## src/hw/rtl/ffba_pkg.sv

```systemverilog
// Shared types and constants for the first-fit block allocator.
`timescale 1ns / 1ps
package ffba_pkg;

  localparam int unsigned MAX_BLOCKS   = 64;
  localparam int unsigned IDX_W        = $clog2(MAX_BLOCKS);
  localparam int unsigned CNT_W        = $clog2(MAX_BLOCKS + 1);
  localparam int unsigned HEADER_BYTES = 24;
  localparam int unsigned ALIGN_BYTES  = 8;
  localparam int unsigned ADDR_W       = 20;
  localparam int unsigned SIZE_W       = 21;
  localparam int unsigned TOTAL_W      = SIZE_W + 1;
  localparam int unsigned TOP_W        = SIZE_W + 2;
  localparam int unsigned ADDR_MAX     = (1 << ADDR_W) - 1;
  localparam int unsigned LIMIT_RESET  = 1048576;

  localparam logic REQ_ALLOC = 1'b0;
  localparam logic REQ_FREE  = 1'b1;

  localparam logic [1:0] ST_OK      = 2'd0;
  localparam logic [1:0] ST_OOM     = 2'd1;
  localparam logic [1:0] ST_UNKNOWN = 2'd2;

  typedef struct packed {
    logic              req_type;
    logic [SIZE_W-1:0] request_size;
    logic [ADDR_W-1:0] release_address;
  } ffba_in_t;

  typedef struct packed {
    logic [ADDR_W-1:0] granted_address;
    logic [1:0]        status;
    logic              reused;
  } ffba_out_t;

  typedef struct packed {
    logic [ADDR_W-1:0] base;
    logic [SIZE_W-1:0] total;
    logic              is_free;
  } ffba_entry_t;

  typedef struct packed {
    logic load;
    logic scan;
    logic finish;
  } ffba_cmd_t;

  typedef struct packed {
    logic scan_done;
  } ffba_status_t;

endpackage

```

## src/hw/rtl/ffba_ctrl.sv

```systemverilog
// Control state machine: request handshake, scan sequencing, result handshake.
`timescale 1ns / 1ps
module ffba_ctrl (
  input  logic                  clk_i,
  input  logic                  rst_ni,
  input  logic                  in_valid_i,
  output logic                  in_stall_o,
  output logic                  out_valid_o,
  input  logic                  out_stall_i,
  output ffba_pkg::ffba_cmd_t   cmd_o,
  input  ffba_pkg::ffba_status_t status_i
);
  import ffba_pkg::*;

  localparam logic [1:0] S_IDLE = 2'd0;
  localparam logic [1:0] S_SCAN = 2'd1;
  localparam logic [1:0] S_FIN  = 2'd2;

  logic [1:0] state_q, state_d;
  logic       out_valid_q, out_valid_d;
  logic       slot_free;

  assign in_stall_o  = (state_q != S_IDLE);
  assign out_valid_o = out_valid_q;
  assign slot_free   = !out_valid_q || !out_stall_i;

  always_comb begin
    state_d      = state_q;
    cmd_o        = '0;
    out_valid_d  = out_valid_q && out_stall_i;
    case (state_q)
      S_IDLE: begin
        if (in_valid_i) begin
          cmd_o.load = 1'b1;
          state_d    = S_SCAN;
        end
      end
      S_SCAN: begin
        cmd_o.scan = 1'b1;
        if (status_i.scan_done) begin
          state_d = S_FIN;
        end
      end
      S_FIN: begin
        if (slot_free) begin
          cmd_o.finish = 1'b1;
          out_valid_d  = 1'b1;
          state_d      = S_IDLE;
        end
      end
      default: begin
        state_d = S_IDLE;
      end
    endcase
  end

  always_ff @(posedge clk_i or negedge rst_ni) begin
    if (!rst_ni) begin
      state_q     <= S_IDLE;
      out_valid_q <= 1'b0;
    end else begin
      state_q     <= state_d;
      out_valid_q <= out_valid_d;
    end
  end

endmodule

```

## src/hw/rtl/ffba_dp.sv

```systemverilog
// Datapath: block table memory, scan pipeline, heap top and result register.
`timescale 1ns / 1ps
module ffba_dp (
  input  logic                         clk_i,
  input  logic                         rst_ni,
  input  ffba_pkg::ffba_cmd_t          cmd_i,
  output ffba_pkg::ffba_status_t       status_o,
  input  ffba_pkg::ffba_in_t           in_data_i,
  input  logic                         cfg_we_i,
  input  logic [ffba_pkg::SIZE_W-1:0]  cfg_data_i,
  output ffba_pkg::ffba_out_t          out_data_o
);
  import ffba_pkg::*;

  ffba_entry_t mem_q [MAX_BLOCKS];

  logic [SIZE_W-1:0]  limit_q;
  logic [SIZE_W-1:0]  top_q;
  logic [CNT_W-1:0]   count_q;
  logic               req_type_q;
  logic [TOTAL_W-1:0] total_q;
  logic [ADDR_W-1:0]  addr_q;
  logic [CNT_W-1:0]   idx_q;
  logic               rd_vld_q;
  ffba_entry_t        rd_data_q;
  logic [IDX_W-1:0]   rd_idx_q;
  logic               hit_q;
  logic [IDX_W-1:0]   hit_idx_q;
  ffba_entry_t        hit_word_q;
  ffba_out_t          out_q;

  logic               more;
  logic               hit_now;
  logic               issue;
  logic [SIZE_W-1:0]  rd_payload;
  logic [TOTAL_W-1:0] new_base;
  logic [TOTAL_W-1:0] new_payload;
  logic [TOP_W-1:0]   new_top;
  logic               grow_fail;
  logic               wr_en;
  logic [IDX_W-1:0]   wr_idx;
  ffba_entry_t        wr_word;
  ffba_out_t          res;
  logic               grow;

  assign more       = (idx_q < count_q);
  assign rd_payload = {1'b0, rd_data_q.base} + SIZE_W'(HEADER_BYTES);

  always_comb begin
    if (req_type_q == REQ_ALLOC) begin
      hit_now = rd_vld_q && rd_data_q.is_free && ({1'b0, rd_data_q.total} >= total_q);
    end else begin
      hit_now = rd_vld_q && (addr_q != '0) && (rd_payload == {1'b0, addr_q});
    end
  end

  assign issue = cmd_i.scan && !hit_q && !hit_now && more;

  assign status_o.scan_done = hit_q || (!rd_vld_q && !more) ||
                              ((req_type_q == REQ_FREE) && (addr_q == '0));

  assign new_base    = ({1'b0, top_q} + TOTAL_W'(ALIGN_BYTES - 1)) &
                       ~TOTAL_W'(ALIGN_BYTES - 1);
  assign new_payload = new_base + TOTAL_W'(HEADER_BYTES);
  assign new_top     = {2'b0, top_q} + {1'b0, total_q} + TOP_W'(ALIGN_BYTES);
  assign grow_fail   = (count_q == CNT_W'(MAX_BLOCKS)) ||
                       (new_top > {2'b0, limit_q}) ||
                       (new_payload > TOTAL_W'(ADDR_MAX));

  always_comb begin
    res     = '0;
    wr_en   = 1'b0;
    wr_idx  = hit_idx_q;
    wr_word = hit_word_q;
    grow    = 1'b0;
    if (req_type_q == REQ_ALLOC) begin
      if (hit_q) begin
        wr_en           = 1'b1;
        wr_word.is_free = 1'b0;
        res.granted_address = ADDR_W'(hit_word_q.base + ADDR_W'(HEADER_BYTES));
        res.status      = ST_OK;
        res.reused      = 1'b1;
      end else if (grow_fail) begin
        res.status = ST_OOM;
      end else begin
        wr_en           = 1'b1;
        grow            = 1'b1;
        wr_idx          = count_q[IDX_W-1:0];
        wr_word.base    = new_base[ADDR_W-1:0];
        wr_word.total   = total_q[SIZE_W-1:0];
        wr_word.is_free = 1'b0;
        res.granted_address = new_payload[ADDR_W-1:0];
        res.status      = ST_OK;
      end
    end else begin
      if (addr_q == '0) begin
        res.status = ST_OK;
      end else if (hit_q) begin
        wr_en           = 1'b1;
        wr_word.is_free = 1'b1;
        res.status      = ST_OK;
      end else begin
        res.status = ST_UNKNOWN;
      end
    end
  end

  assign out_data_o = out_q;

  always_ff @(posedge clk_i or negedge rst_ni) begin
    if (!rst_ni) begin
      limit_q  <= SIZE_W'(LIMIT_RESET);
      top_q    <= '0;
      count_q  <= '0;
      idx_q    <= '0;
      rd_vld_q <= 1'b0;
      hit_q    <= 1'b0;
    end else begin
      if (cfg_we_i) begin
        limit_q <= cfg_data_i;
      end
      if (cmd_i.load) begin
        idx_q    <= '0;
        rd_vld_q <= 1'b0;
        hit_q    <= 1'b0;
      end else begin
        rd_vld_q <= issue;
        if (issue) begin
          idx_q <= idx_q + CNT_W'(1);
        end
        if (hit_now && !hit_q) begin
          hit_q <= 1'b1;
        end
      end
      if (cmd_i.finish && grow) begin
        count_q <= count_q + CNT_W'(1);
        top_q   <= new_top[SIZE_W-1:0];
      end
    end
  end

  always_ff @(posedge clk_i) begin
    if (cmd_i.load) begin
      req_type_q <= in_data_i.req_type;
      total_q    <= {1'b0, in_data_i.request_size} + TOTAL_W'(HEADER_BYTES);
      addr_q     <= in_data_i.release_address;
    end
    if (issue) begin
      rd_data_q <= mem_q[idx_q[IDX_W-1:0]];
      rd_idx_q  <= idx_q[IDX_W-1:0];
    end
    if (hit_now && !hit_q) begin
      hit_idx_q  <= rd_idx_q;
      hit_word_q <= rd_data_q;
    end
    if (cmd_i.finish && wr_en) begin
      mem_q[wr_idx] <= wr_word;
    end
    if (cmd_i.finish) begin
      out_q <= res;
    end
  end

  a_count_bound: assert property (@(posedge clk_i) disable iff (!rst_ni)
    count_q <= CNT_W'(MAX_BLOCKS))
    else $error("block count beyond table depth");

  a_count_on_finish: assert property (@(posedge clk_i) disable iff (!rst_ni)
    (count_q != $past(count_q)) |-> ($past(cmd_i.finish) && ($past(req_type_q) == REQ_ALLOC)))
    else $error("block count changed outside an allocate completion");

  a_hit_in_table: assert property (@(posedge clk_i) disable iff (!rst_ni)
    hit_q |-> ({1'b0, hit_idx_q} < count_q))
    else $error("scan hit beyond populated entries");

endmodule

```

## src/hw/rtl/first_fit_block_allocator_top.sv

```systemverilog
// Top level of the first-fit block allocator.
`timescale 1ns / 1ps
// First-fit heap allocator without split or coalesce, one request at a time.
// The first-fit scan reads table entries one at a time (up to the current
// block count, at most 64); then the last entry read is checked, the
// controller sees the end of the scan, and the result is committed and
// loaded into the result register. When no entry is read (empty table, or a
// free of address zero) the scan ends without a read. The input stalls until
// the result loads, so a new transaction is taken only after the last one is
// done. The single-port read of the block table sets the transaction rate.
// A finished result waits in its register while the next transaction is
// taken; that transaction's commit waits until the register drains. The heap
// limit register may be written at any idle time; the table memory needs no
// clearing after reset.
module first_fit_block_allocator_top (
  input  logic                        clk_i,
  input  logic                        rst_ni,
  input  logic                        in_valid_i,
  output logic                        in_stall_o,
  input  ffba_pkg::ffba_in_t          in_data_i,
  output logic                        out_valid_o,
  input  logic                        out_stall_i,
  output ffba_pkg::ffba_out_t         out_data_o,
  input  logic                        cfg_we_i,
  input  logic [ffba_pkg::SIZE_W-1:0] cfg_data_i
);
  import ffba_pkg::*;

  ffba_cmd_t    cmd;
  ffba_status_t status;

  ffba_ctrl u_ctrl (
    .clk_i      (clk_i),
    .rst_ni     (rst_ni),
    .in_valid_i (in_valid_i),
    .in_stall_o (in_stall_o),
    .out_valid_o(out_valid_o),
    .out_stall_i(out_stall_i),
    .cmd_o      (cmd),
    .status_i   (status)
  );

  ffba_dp u_dp (
    .clk_i     (clk_i),
    .rst_ni    (rst_ni),
    .cmd_i     (cmd),
    .status_o  (status),
    .in_data_i (in_data_i),
    .cfg_we_i  (cfg_we_i),
    .cfg_data_i(cfg_data_i),
    .out_data_o(out_data_o)
  );

endmodule

```

## config.mk

```make
export PLATFORM = sky130hd
export DESIGN_NAME = first_fit_block_allocator_top
export DESIGN_NICKNAME = d
export VERILOG_FILES = /design/src/hw/rtl/ffba_pkg.sv /design/src/hw/rtl/ffba_ctrl.sv /design/src/hw/rtl/ffba_dp.sv /design/src/hw/rtl/first_fit_block_allocator_top.sv
export SDC_FILE = /design/constraint.sdc
export NUM_CORES = 2
export LEC_CHECK = 0
export BUFFER_PORTS_ARGS = -buffer_cell sky130_fd_sc_hd__buf_2
export CAP_MARGIN = 20
export CORE_ASPECT_RATIO = 0.9
export CORE_UTILIZATION = 47
export DETAILED_ROUTE_END_ITERATION = 10
export PLACE_DENSITY_LB_ADDON = 0.2
export SYNTH_ARGS = -nofsm -noshare
export SYNTH_HDL_FRONTEND = slang
export SYNTH_SLANG_ARGS = --single-unit
```

## constraint.sdc

```tcl
create_clock -name clk_i -period 9.6 [get_ports clk_i]
set_input_delay 0.48 -clock clk_i [delete_from_list [all_inputs] [get_ports clk_i]]
set_output_delay 0.48 -clock clk_i [all_outputs]
set_load 0.01 [all_outputs]
```

==> metrics <==
setup TNS=0 ps; CTS tree=done; CP max FO=71; status=complete, no violations; Yosys Warn Count=0; Critical Path AT=approximately 8200 ps; crit path buf inv count=4; Post-Route Skew=just over 70 ps; Slew Viols, Final=0; Max stage delay on crit path=~910 ps; routed wire length=approximately 280 mm; Yosys reg bits=just under 3000; synth-to-layout area growth=13.81%; Crit path depth=23; Tightest Pin Transition=~1100 ps; global-route wire length before repair=slightly below 400 mm; CTS buffer count=294; antenna violations before repair=39; Pre-antenna DRT Iters=5; unique cell type count in the Yosys netlist=77; Crit Path Category=flop to flop; Initial Util=between 40% and 50%; Final Critical Period=7535 ps; Post-DRT Antenna Nets=0; Max-cap violations=0; Clock Pin Slew Worst Setup and Hold Paths=about 60 ps; DR vias=between 50000 and 60000; average size of a mapped cell=approximately 23 um^2; Die ar.=roughly 250000 um^2; H-tree levels=5; WHS Path Cells=2; Syn Inst Count=5076; Worst path top cell family by delay=compound AO/OA/AOI/OAI gates; Slew headroom=about a quarter; Final Hold Fails=0; worst-skew pair later-pin latency=~860 ps; Fmax=0.1327 GHz; worst path required time=10250 ps; DP HPWL=about 170 mm; clock root cell=clkbuf_16; Via-to-Cell Ratio=6.046; layout cells sized above 1=29.65%; number of synthesized flops with an enable pin=2850; Core Region=between 200000 and 250000 um^2; GRT overflow=0; Seq/Total Area, Yosys=around three quarters; DR WL/cell=~31 um; Hold/Removal Path Class=primary input to flop; Mapped Area=114700 um^2; Max VDD drop=about 250 uV; Cell Rows=~170; Port Buffers=92; Reg2Reg Depth=23; # nets final=between 5000 and 6000; commonest non-fill, non-tap cell in the layout=edfxtp_1; fill cell count=around 18000; vias in the first global route=around 54000; Synth Net Count=5242; final worst-path cycle share=between 70% and 80%; num ports=93; Power per Cell Area=between 300 and 400 nW/um^2; Residual DRC=0; crit path cell chain=inv_1 -> ha_1 -> inv_1 -> ha_1 -> o21ai_0 -> o21bai_1 -> o2111a_1 -> o21ai_0 -> o21ai_0 -> a21o_1 -> a21oi_1 -> xnor2_1 -> ha_1 -> nand4_1 -> nor4_1 -> a21oi_1 -> o311ai_0 -> nand3_1 -> nor4_4 -> nand2_8 -> buf_4 -> o21ai_4 -> buf_4; largest net degree at the start of global routing=between 100 and 150; Primary FF master, synth=edfxtp_1; GPL Wtd Cong=about 0.83; CP max stage cell=o21ai_4; RSZ-0062 raised after global routing=false; Setup crit end kind=flop; leak pwr=roughly 40 nW; Final Hold Slack=57.97 ps; DR iter-0 viols=6022; CP Launch Type=flop; final setup vio count=0; die width=522.8 um; most frequent cells in the layout=edfxtp_1 (2850), mux4_2 (882), clkbuf_16 (299); asr flop ratio synth=under 10%; global-route usage over all layers=between 20% and 30%; clock tree buffer depth=4; Die Y-Extent=approximately 470 um; Sink Count=approximately 2900
-- cell type report --
cell class,instances,area [um^2],share of cell area (%)
clock buffer,363,7772,5.951
timing repair buffer,317,2783,2.131
multi-input combinational,1849,27280,20.89
sequential,2911,87130,66.72
tap,3200,4004,3.066
clock inverter,148,1335,1.022
inverter,75,281.5,0.2156
antenna,5,12.51,0.009580
-- flip-flops by register name, summed over array words and instances (netlist names) --
name and cells:
u_dp.count_q 7, u_dp.total_q 22, u_dp.out_data_o 23, u_dp.req_type_q 1
u_dp.rd_vld_q 1, u_dp.idx_q 7, u_dp.mem_q 2688, u_ctrl.out_valid_o 1
u_dp.hit_idx_q 6, u_dp.addr_q 20, u_dp.rd_idx_q 6, u_dp.top_q 21
u_dp.hit_q 1, u_dp.rd_data_q 42, u_dp.hit_word_q 42, u_dp.limit_q 21
u_ctrl.state_q 2
-- kinds of logic after synthesis --
logic type | after synthesis | synth area share, %
flops | 2911 | 75.91
mux | 947 | 17.91
simple gates | 474 | 1.952
buf+inv | 316 | 1.111
compound gates | 221 | 1.210
xor+xnor | 109 | 0.8320
fa+ha+maj | 98 | 1.075
-- synthesized netlist by cell type, types with 7 or more instances --
master       n  share of area (%)
mux2_1      16               0.16
buf_6        7              0.069
o21ai_0     86               0.38
nor4_1      11              0.060
o22ai_1     14              0.076
inv_1       73               0.24
and3_1      14              0.076
xnor2_1     66               0.50
a21oi_1     43               0.19
nor2b_1      8              0.044
mux2i_1     39               0.34
nor2_1     165               0.54
nand2_1    130               0.43
nand4_1     28               0.15
buf_1       79               0.26
clkbuf_1   138               0.45
mux2_2      10              0.098
mux4_2     882                 17
nand2b_1    11              0.060
and2_1       9              0.049
a21o_1      16               0.10
a211oi_1     7              0.046
nor3_1      14              0.061
nand3_1     43               0.19
edfxtp_1  2850                 75
dfrtp_1     60                1.3
buf_2       11              0.048
xor2_1      43               0.33
ha_1        97                1.1
o211ai_1     8              0.052
-- layer usage --
metal	wire length [um]	vias to the layer above	track usage [%]
met4	5093	12	4.438
li1	-	22260	-
met5	89	-	0
met1	119900	28953	33.90
met3	26440	345	6.442
met2	123700	2046	32.88
-- timing repair --
item | 4_1_cts | 5_1_grt
endpoints found under the setup margin | 0 | 0
hold endpoints to repair | 84 | 0
setup buffers | 0 | 0
gates resized for setup | 0 | 0
hold buffers | 53 | 0
-- metrics by stage --
step / cell area [um^2] / util (%) / power (W) / cells / setup slack (ps)
global placement: 120800 / 49.94 / 0.02832 / 8294 / 2121
floorplan: 114700 / - / 0.02398 / 5076 / 1974
CTS: 130500 / 53.92 / 0.03951 / 8858 / 2106
global route: 130600 / 53.97 / 0.04074 / 8866 / 1524
finish: 130600 / 53.97 / 0.03925 / 8868 / 2065
detailed placement: 120800 / 49.94 / 0.02850 / 8294 / 2120
-- worst paths after layout --
kind	start	end	slack, ps
hold reg to reg	u_dp.rd_idx_q[0]	u_dp.hit_idx_q[0]	420
setup reg to reg	u_dp.top_q[3]	u_dp.mem_q[23][35]	2060
hold / removal	in_data_i[23]	u_dp.total_q[3]	60
max in group asynchronous	rst_ni	u_dp.idx_q[1]	8300
min in group asynchronous	rst_ni	u_dp.limit_q[8]	280
setup / recovery	u_dp.top_q[3]	u_dp.mem_q[23][35]	2060
-- power breakdown --
part / leakage (nW) / switching [W] / internal [W]
Sequential: 26.4 / 0.000488 / 0.0163
Combinational: 9.87 / 0.00714 / 0.00427
Clock: 4.44 / 0.00471 / 0.00632
Power figures use the tool's default switching activity.
